**src/hdl/ppp_pkg.sv**
```systemverilog
// Shared types and constants for the pixel packet parser.
package ppp_pkg;

	localparam logic [7:0]  HEADER_MAGIC  = 8'hAA;
	localparam logic [15:0] TRAILER_MAGIC = 16'hCCCC;
	localparam logic [3:0]  PATTERN_CLEAN = 4'b0000;

	typedef enum logic [1:0] {
		KIND_PIXEL   = 2'd0,
		KIND_SUMMARY = 2'd1,
		KIND_TRUNC   = 2'd2
	} kind_t;

	typedef enum logic [9:0] {
		PH_HEAD   = 10'b00_0000_0001,
		PH_DAQ    = 10'b00_0000_0010,
		PH_TID_HI = 10'b00_0000_0100,
		PH_TID_LO = 10'b00_0000_1000,
		PH_LEN_HI = 10'b00_0001_0000,
		PH_LEN_LO = 10'b00_0010_0000,
		PH_PIXEL  = 10'b00_0100_0000,
		PH_TRL_HI = 10'b00_1000_0000,
		PH_TRL_LO = 10'b01_0000_0000,
		PH_DROP   = 10'b10_0000_0000
	} phase_t;

	typedef struct packed {
		kind_t       kind;
		logic [7:0]  daq_id;
		logic [15:0] trigger_id;
		logic        pixel_valid;
		logic [7:0]  pixel_timestamp;
		logic [8:0]  pixel_column;
		logic [9:0]  pixel_row;
		logic [3:0]  pixel_pattern;
		logic        header_ok;
		logic        trailer_ok;
		logic        pixels_ok;
		logic        packet_ok;
	} result_t;

endpackage

```
**src/hdl/ppp_ifs.sv**
```systemverilog
// Handshake interfaces for the packet byte stream and the parser results.
interface ppp_byte_if;
	logic       valid;
	logic       ready;
	logic [7:0] data_byte;
	logic       last_byte;

	modport source (output valid, output data_byte, output last_byte, input ready);
	modport sink (input valid, input data_byte, input last_byte, output ready);
endinterface

interface ppp_result_if;
	logic        valid;
	logic        ready;
	logic [1:0]  kind;
	logic [7:0]  daq_id;
	logic [15:0] trigger_id;
	logic        pixel_valid;
	logic [7:0]  pixel_timestamp;
	logic [8:0]  pixel_column;
	logic [9:0]  pixel_row;
	logic [3:0]  pixel_pattern;
	logic        header_ok;
	logic        trailer_ok;
	logic        pixels_ok;
	logic        packet_ok;

	modport source (
		output valid, input ready, output kind, output daq_id, output trigger_id,
		output pixel_valid, output pixel_timestamp, output pixel_column, output pixel_row,
		output pixel_pattern, output header_ok, output trailer_ok, output pixels_ok,
		output packet_ok
	);
	modport sink (
		input valid, output ready, input kind, input daq_id, input trigger_id,
		input pixel_valid, input pixel_timestamp, input pixel_column, input pixel_row,
		input pixel_pattern, input header_ok, input trailer_ok, input pixels_ok,
		input packet_ok
	);
endinterface

```
**src/hdl/ppp_core.sv**
```systemverilog
// Packet state machine: consumes one byte per step and forms at most one result.
module ppp_core (
	input  logic              clk,
	input  logic              arst_n,
	input  logic              step,
	input  logic [7:0]        data_byte,
	input  logic              last_byte,
	output logic              res_valid,
	output ppp_pkg::result_t  res
);
	import ppp_pkg::*;

	phase_t      phase_q, phase_d;
	logic [1:0]  bw_q, bw_d;
	logic [23:0] wa_q, wa_d;
	logic [7:0]  header_q, header_d;
	logic [7:0]  daq_q, daq_d;
	logic [15:0] trig_q, trig_d;
	logic [15:0] words_q, words_d;
	logic [7:0]  trl_q, trl_d;
	logic        good_q, good_d;

	logic        is_pix, is_sum, is_trunc;
	logic        hok, tok;
	logic [31:0] pix;
	logic [15:0] len_word;

	always_comb begin
		phase_d  = phase_q;
		bw_d     = bw_q;
		wa_d     = wa_q;
		header_d = header_q;
		daq_d    = daq_q;
		trig_d   = trig_q;
		words_d  = words_q;
		trl_d    = trl_q;
		good_d   = good_q;
		is_pix   = 1'b0;
		is_sum   = 1'b0;
		is_trunc = 1'b0;
		hok      = 1'b0;
		tok      = 1'b0;
		pix      = {wa_q, data_byte};
		len_word = {words_q[15:8], data_byte};

		unique case (phase_q)
			PH_HEAD: begin
				header_d = data_byte;
				daq_d    = 8'd0;
				trig_d   = 16'd0;
				words_d  = 16'd0;
				bw_d     = 2'd0;
				wa_d     = 24'd0;
				trl_d    = 8'd0;
				good_d   = 1'b1;
				phase_d  = PH_DAQ;
			end
			PH_DAQ: begin
				daq_d   = data_byte;
				phase_d = PH_TID_HI;
			end
			PH_TID_HI: begin
				trig_d  = {data_byte, 8'd0};
				phase_d = PH_TID_LO;
			end
			PH_TID_LO: begin
				trig_d  = {trig_q[15:8], data_byte};
				phase_d = PH_LEN_HI;
			end
			PH_LEN_HI: begin
				words_d = {data_byte, 8'd0};
				phase_d = PH_LEN_LO;
			end
			PH_LEN_LO: begin
				words_d = len_word;
				bw_d    = 2'd0;
				phase_d = (len_word == 16'd0) ? PH_TRL_HI : PH_PIXEL;
			end
			PH_PIXEL: begin
				if (bw_q != 2'd3) begin
					wa_d = {wa_q[15:0], data_byte};
					bw_d = bw_q + 2'd1;
				end else begin
					wa_d   = 24'd0;
					bw_d   = 2'd0;
					is_pix = 1'b1;
					if (!pix[31] || pix[3:0] != PATTERN_CLEAN) begin
						good_d = 1'b0;
					end
					words_d = words_q - 16'd1;
					if (words_q == 16'd1) begin
						phase_d = PH_TRL_HI;
					end
				end
			end
			PH_TRL_HI: begin
				trl_d   = data_byte;
				phase_d = PH_TRL_LO;
			end
			PH_TRL_LO: begin
				hok     = (header_q == HEADER_MAGIC);
				tok     = ({trl_q, data_byte} == TRAILER_MAGIC);
				is_sum  = 1'b1;
				phase_d = PH_DROP;
			end
			PH_DROP: begin
				phase_d = PH_DROP;
			end
			default: begin
				phase_d = PH_DROP;
			end
		endcase

		// The end of the buffer cuts short any packet still open.
		if (last_byte) begin
			if (!is_sum && phase_d != PH_DROP) begin
				is_trunc = 1'b1;
				is_pix   = 1'b0;
			end
			phase_d = PH_HEAD;
		end
	end

	always_comb begin
		res_valid           = is_pix || is_sum || is_trunc;
		res                 = '0;
		res.daq_id          = daq_d;
		res.trigger_id      = trig_d;
		priority if (is_trunc) begin
			res.kind = KIND_TRUNC;
		end else if (is_sum) begin
			res.kind       = KIND_SUMMARY;
			res.header_ok  = hok;
			res.trailer_ok = tok;
			res.pixels_ok  = good_d;
			res.packet_ok  = hok && tok && good_d;
		end else begin
			res.kind            = KIND_PIXEL;
			res.pixel_valid     = is_pix & pix[31];
			res.pixel_timestamp = is_pix ? pix[30:23] : 8'd0;
			res.pixel_column    = is_pix ? pix[22:14] : 9'd0;
			res.pixel_row       = is_pix ? pix[13:4] : 10'd0;
			res.pixel_pattern   = is_pix ? pix[3:0] : 4'd0;
		end
	end

	always_ff @(posedge clk or negedge arst_n) begin
		if (!arst_n) begin
			phase_q  <= PH_HEAD;
			bw_q     <= 2'd0;
			wa_q     <= 24'd0;
			header_q <= 8'd0;
			daq_q    <= 8'd0;
			trig_q   <= 16'd0;
			words_q  <= 16'd0;
			trl_q    <= 8'd0;
			good_q   <= 1'b1;
		end else if (step) begin
			phase_q  <= phase_d;
			bw_q     <= bw_d;
			wa_q     <= wa_d;
			header_q <= header_d;
			daq_q    <= daq_d;
			trig_q   <= trig_d;
			words_q  <= words_d;
			trl_q    <= trl_d;
			good_q   <= good_d;
		end
	end

endmodule

```
**src/hdl/pixel_packet_parser.sv**
```systemverilog
// Pixel packet parser top level: input register, packet state machine, result register.
// A byte's result passes through the input register and then the result register before it is offered.
// Throughput: one byte per clock while the receiver takes results; the input register and the result register
// let a new byte be taken while a finished result waits to be taken.
// Reset: arst_n clears both valid flags and returns the parser to awaiting a header.
module pixel_packet_parser (
	input  logic                clk,
	input  logic                arst_n,
	ppp_byte_if.sink            bytes,
	ppp_result_if.source        results
);
	import ppp_pkg::*;

	logic       valid_s1;
	logic [7:0] data_s1;
	logic       last_s1;
	logic       out_valid_q;
	result_t    res_q;
	logic       advance;
	logic       step;
	logic       core_valid;
	result_t    core_res;

	assign advance     = !out_valid_q || results.ready;
	assign step        = valid_s1 && advance;
	assign bytes.ready = !valid_s1 || advance;

	always_ff @(posedge clk or negedge arst_n) begin
		if (!arst_n) begin
			valid_s1 <= 1'b0;
		end else if (bytes.ready) begin
			valid_s1 <= bytes.valid;
		end
	end

	always_ff @(posedge clk) begin
		if (bytes.ready && bytes.valid) begin
			data_s1 <= bytes.data_byte;
			last_s1 <= bytes.last_byte;
		end
	end

	ppp_core u_core (
		.clk       (clk),
		.arst_n    (arst_n),
		.step      (step),
		.data_byte (data_s1),
		.last_byte (last_s1),
		.res_valid (core_valid),
		.res       (core_res)
	);

	always_ff @(posedge clk or negedge arst_n) begin
		if (!arst_n) begin
			out_valid_q <= 1'b0;
		end else if (advance) begin
			out_valid_q <= step && core_valid;
		end
	end

	always_ff @(posedge clk) begin
		if (step && core_valid) begin
			res_q <= core_res;
		end
	end

	assign results.valid           = out_valid_q;
	assign results.kind            = res_q.kind;
	assign results.daq_id          = res_q.daq_id;
	assign results.trigger_id      = res_q.trigger_id;
	assign results.pixel_valid     = res_q.pixel_valid;
	assign results.pixel_timestamp = res_q.pixel_timestamp;
	assign results.pixel_column    = res_q.pixel_column;
	assign results.pixel_row       = res_q.pixel_row;
	assign results.pixel_pattern   = res_q.pixel_pattern;
	assign results.header_ok       = res_q.header_ok;
	assign results.trailer_ok      = res_q.trailer_ok;
	assign results.pixels_ok       = res_q.pixels_ok;
	assign results.packet_ok       = res_q.packet_ok;

endmodule

```
**src/flat_wrapper.sv**
```systemverilog
// flat-port wrapper written by rule: the top's interface ports become plain ports
module pixel_packet_parser_flat import ppp_pkg::*;
  (clk, arst_n, bytes_valid, bytes_data_byte, bytes_last_byte, bytes_ready, results_valid, results_ready, results_kind, results_daq_id, results_trigger_id, results_pixel_valid, results_pixel_timestamp, results_pixel_column, results_pixel_row, results_pixel_pattern, results_header_ok, results_trailer_ok, results_pixels_ok, results_packet_ok);
  ppp_byte_if bytes_i ();
  ppp_result_if results_i ();
  input  logic clk;
  input  logic arst_n;
  input wire logic [$bits(bytes_i.valid)-1:0] bytes_valid;
  input wire logic [$bits(bytes_i.data_byte)-1:0] bytes_data_byte;
  input wire logic [$bits(bytes_i.last_byte)-1:0] bytes_last_byte;
  output wire logic [$bits(bytes_i.ready)-1:0] bytes_ready;
  output wire logic [$bits(results_i.valid)-1:0] results_valid;
  input wire logic [$bits(results_i.ready)-1:0] results_ready;
  output wire logic [$bits(results_i.kind)-1:0] results_kind;
  output wire logic [$bits(results_i.daq_id)-1:0] results_daq_id;
  output wire logic [$bits(results_i.trigger_id)-1:0] results_trigger_id;
  output wire logic [$bits(results_i.pixel_valid)-1:0] results_pixel_valid;
  output wire logic [$bits(results_i.pixel_timestamp)-1:0] results_pixel_timestamp;
  output wire logic [$bits(results_i.pixel_column)-1:0] results_pixel_column;
  output wire logic [$bits(results_i.pixel_row)-1:0] results_pixel_row;
  output wire logic [$bits(results_i.pixel_pattern)-1:0] results_pixel_pattern;
  output wire logic [$bits(results_i.header_ok)-1:0] results_header_ok;
  output wire logic [$bits(results_i.trailer_ok)-1:0] results_trailer_ok;
  output wire logic [$bits(results_i.pixels_ok)-1:0] results_pixels_ok;
  output wire logic [$bits(results_i.packet_ok)-1:0] results_packet_ok;
  assign bytes_i.valid = bytes_valid;
  assign bytes_i.data_byte = bytes_data_byte;
  assign bytes_i.last_byte = bytes_last_byte;
  assign bytes_ready = bytes_i.ready;
  assign results_valid = results_i.valid;
  assign results_i.ready = results_ready;
  assign results_kind = results_i.kind;
  assign results_daq_id = results_i.daq_id;
  assign results_trigger_id = results_i.trigger_id;
  assign results_pixel_valid = results_i.pixel_valid;
  assign results_pixel_timestamp = results_i.pixel_timestamp;
  assign results_pixel_column = results_i.pixel_column;
  assign results_pixel_row = results_i.pixel_row;
  assign results_pixel_pattern = results_i.pixel_pattern;
  assign results_header_ok = results_i.header_ok;
  assign results_trailer_ok = results_i.trailer_ok;
  assign results_pixels_ok = results_i.pixels_ok;
  assign results_packet_ok = results_i.packet_ok;
  pixel_packet_parser u_core (.clk(clk), .arst_n(arst_n), .bytes(bytes_i), .results(results_i));
endmodule
```
**config.mk**
```make
export PLATFORM = sky130hd
export DESIGN_NAME = pixel_packet_parser_flat
export DESIGN_NICKNAME = d
export VERILOG_FILES = /design/src/hdl/ppp_pkg.sv /design/src/hdl/ppp_ifs.sv /design/src/hdl/ppp_core.sv /design/src/hdl/pixel_packet_parser.sv /design/src/flat_wrapper.sv
export SDC_FILE = /design/constraint.sdc
export NUM_CORES = 1
export LEC_CHECK = 0
export BUFFER_PORTS_ARGS = -buffer_cell sky130_fd_sc_hd__clkbuf_2
export CORE_MARGIN = 5
export CORE_UTILIZATION = 30
export DETAILED_ROUTE_END_ITERATION = 16
export PLACE_DENSITY = 0.52
export SYNTH_ARGS = -nofsm -noshare
export SYNTH_HDL_FRONTEND = slang
export SYNTH_SLANG_ARGS = --single-unit
```
**constraint.sdc**
```tcl
create_clock -name clk -period 12.3 [get_ports clk]
set_clock_uncertainty 0.05 [all_clocks]
set_input_delay 1.845 -clock clk [delete_from_list [all_inputs] [get_ports clk]]
set_output_delay 1.845 -clock clk [all_outputs]
set_load 0.01 [all_outputs]
```
==> flow_summary.toml <==
[clocking]
cts_setup_buffers = 0
cts_resized = 0
cts_hold_buf = 0
cts_buffer_depth = 2
cts-root-buf = "clkbuf_16"
clk_pin_slew_ps = 60
cts_tree = "yes"
clock_latency_ps = 420
h-tree-depth = 4
clock-sinks = 166
cts_made_buffers = 17

[timing]
holdWs_ps = 425
drv_slew = 0
fin_crit_ps = 4250
timing.final.ws_setup_ps = 8050
slew_headroom_pct = 29.7
hold_viol_final = 0
finalCritPeriodShare_pct = 34.6
tightest_slew_ps = 1050
fin_setup_tns_ps = 0
setup_viol = 0
max_freq_mhz = 235
grt_setup_unrepaired = "no"

[yosys]
synth_edf_count = 71
ys_top_cells_by_area = "dfrtp_1 (32%), edfxtp_1 (30%), a22o_1 (5.2%)"
synth_top_area_share_pct = 32.4
syn_inst = 592
ys_seq_area_share_pct = 62.9
netlist-cell-type-count = 55
yosys.area.top_type = "dfrtp_1"
syn_area_mm2 = 0.00718
syn_avg_cell_area_um2 = 12.1
synthArstFlopShare_pct = 57.2
ys_ff_latch = 166
synth-warning-count = 0
syn-num-nets = 608
synth_ff_type = "dfrtp_1"

[worst_setup_path]
r2r_slack_ps = 8670
start_kind = "primary input"
worstPathCellList = "clkbuf_2 > nor2b_1 > nand2_1 > clkbuf_2"
path_common_cell = "clkbuf_2"
critPathKind = "in -> out"
worst-endpoint-arrival_ps = 2360
slowest_stage = "nor2b_1"
path_max_fanout = 3
critPathCaptureType = "output port"
worstPathRequired_ps = 10400
critPathMaxStageDelay_ps = 170

[route]
drc = 0
wl_per_cell_um = 17.5
first_iter_violations = 419
ant_nets = 0
vias = 4949
firstDrtPassIters = 5
via_per_inst = 5.01
drt_wl_total_um = 17300

[layout]
area_delta_synth_final_pct = 17.3
drive_gt1_share_pct = 23.1
nNetsFinal = 671
fin_cells = 987
fillers = 2330
diodes = 0

[floorplan]
ios = 77
core_area_mm2 = 0.0235
fp.dieW_um = 165
die_y_um = 165
start_util_pct = 30.5
die-area_mm2 = 0.0271
num_rows = 56

[placement]
pre_cts_ws_ps = 8050
place.gp.congestion = 0.803
place_inst = 955
port_buffers = 76
dp_hpwl_um = 11300

[power]
p_leak_nw = 3.41
pwr_density_cell_mw_per_mm2 = 160
power.total_mw = 1.35
vdd_ir_drop_max_mv = 0.0684

[grt]
track_usage_pct = 13.2
first_global_vias = 4998
antenna_found_initial = 0
grt_max_degree = 75
grt_pass1_wl_um = 28000
grt-ovfl-total = 0

[run_status]
status = "finished, final reports clean"

[job]
cap_violations = 0

[hold_path]
hp-class = "reg -> reg"
-- kinds of logic after synthesis --
group / Yosys count / synth area share, %
muxes: 26 / 4.04
DFF: 166 / 62.9
buffers and inverters: 52 / 3.10
AOI/OAI and AO/OA: 134 / 13.3
and+or+nand+nor: 206 / 15.6
adders and majority gates: 3 / 0.523
xor gates and xnor gates: 5 / 0.610
-- cell type report --
| class | instances | area (µm²) | share of cell area, % |
|---|---|---|---|
| well taps | 319 | 399 | 4.74 |
| clock inverters | 12 | 120 | 1.43 |
| multi-input cells | 374 | 2460 | 29.2 |
| repair buffers | 84 | 443 | 5.26 |
| inverters | 12 | 45.0 | 0.535 |
| clock buffers | 20 | 437 | 5.19 |
| flip-flops and latches | 166 | 4510 | 53.6 |
-- where the power goes --
part	switching, mW	leakage, nW	internal [mW]	total [mW]
Combinational	0.105	1.21	0.0690	0.174
Clock	0.225	0.266	0.282	0.507
Sequential	0.0342	1.93	0.634	0.668
-- layer usage --
metal / global-route usage (%) / part of all wire [%] / up-vias
li1: - / - / 2322
met1: 18.3 / 47 / 2496
met2: 20.9 / 47 / 108
met3: 2.94 / 4.5 / 23
met4: 4.08 / 1.9 / 0
met5: 0 / 0 / -
-- worst paths after layout --
check,depth (start not counted),from,to
setup / recovery,4,results_ready,bytes_ready
setup reg to reg,6,u_core.u_core.phase_q[7],u_core.results.daq_id[0]
hold / removal,2,u_core.u_core.wa_q[22],u_core.u_core.wa_q[22]
min in group asynchronous,1,arst_n,u_core.u_core.wa_q[16]
hold reg to reg,2,u_core.u_core.wa_q[22],u_core.u_core.wa_q[22]
max in group asynchronous,2,arst_n,u_core.results.valid
-- per-stage QoR --
stage                     cell area (µm²)  utilization (%)
final                                8420             35.8
after global routing                 8420             35.8
after CTS                            8420             35.8
after detailed placement             7860             33.4
after global placement               7860             33.4
after floorplan                      7180                -
-- cell usage after synthesis (all sizes together) (2+ instances only) --
master,count
mux2,24
nor3b,3
and4b,2
or2,5
o211ai,3
a32o,2
nand2b,4
dfstp,2
clkbuf,28
nor4,13
buf,12
a22o,43
nor3,11
ha,3
o22ai,2
a22oi,5
nand3,12
nor2,24
nand2,67
a21oi,9
mux2i,2
o31ai,12
or3,5
edfxtp,71
and2,36
nor4b,4
inv,12
a32oi,4
o21ai,39
xor2,4
or4,7
a211oi,6
nand4,3
dfrtp,93
o2bb2ai,3
nor4bb,6
-- cell usage in the layout (no fill, tap or decap), types with 9 or more instances in the layout --
master and n:
mux2_2 24, nor3_1 11, nor2_1 20, o21ai_0 37, a22o_1 43, and2_1 36
clkbuf_2 75, dfrtp_1 93, inv_1 12, nor4_1 12, clkbuf_16 17, nand3_1 12
buf_4 9, a21oi_1 9, o31ai_1 12, nand2_1 67, edfxtp_1 71
-- flip-flops by register name (all words and copies together) (netlist names), 9 cells and up --
name	count
u_core.results.pixel_row	10
u_core.u_core.words_q	16
u_core.results.trigger_id	16
u_core.results.pixel_column	9
u_core.u_core.wa_q	24
u_core.u_core.trig_q	16
u_core.u_core.phase_q	10
-- worst max-delay path, delay by kind of cell --
family | cells | cell delay, ps
simple gates | 2 | 280
buf+inv | 2 | 230
(Power assumes the default switching activity.)
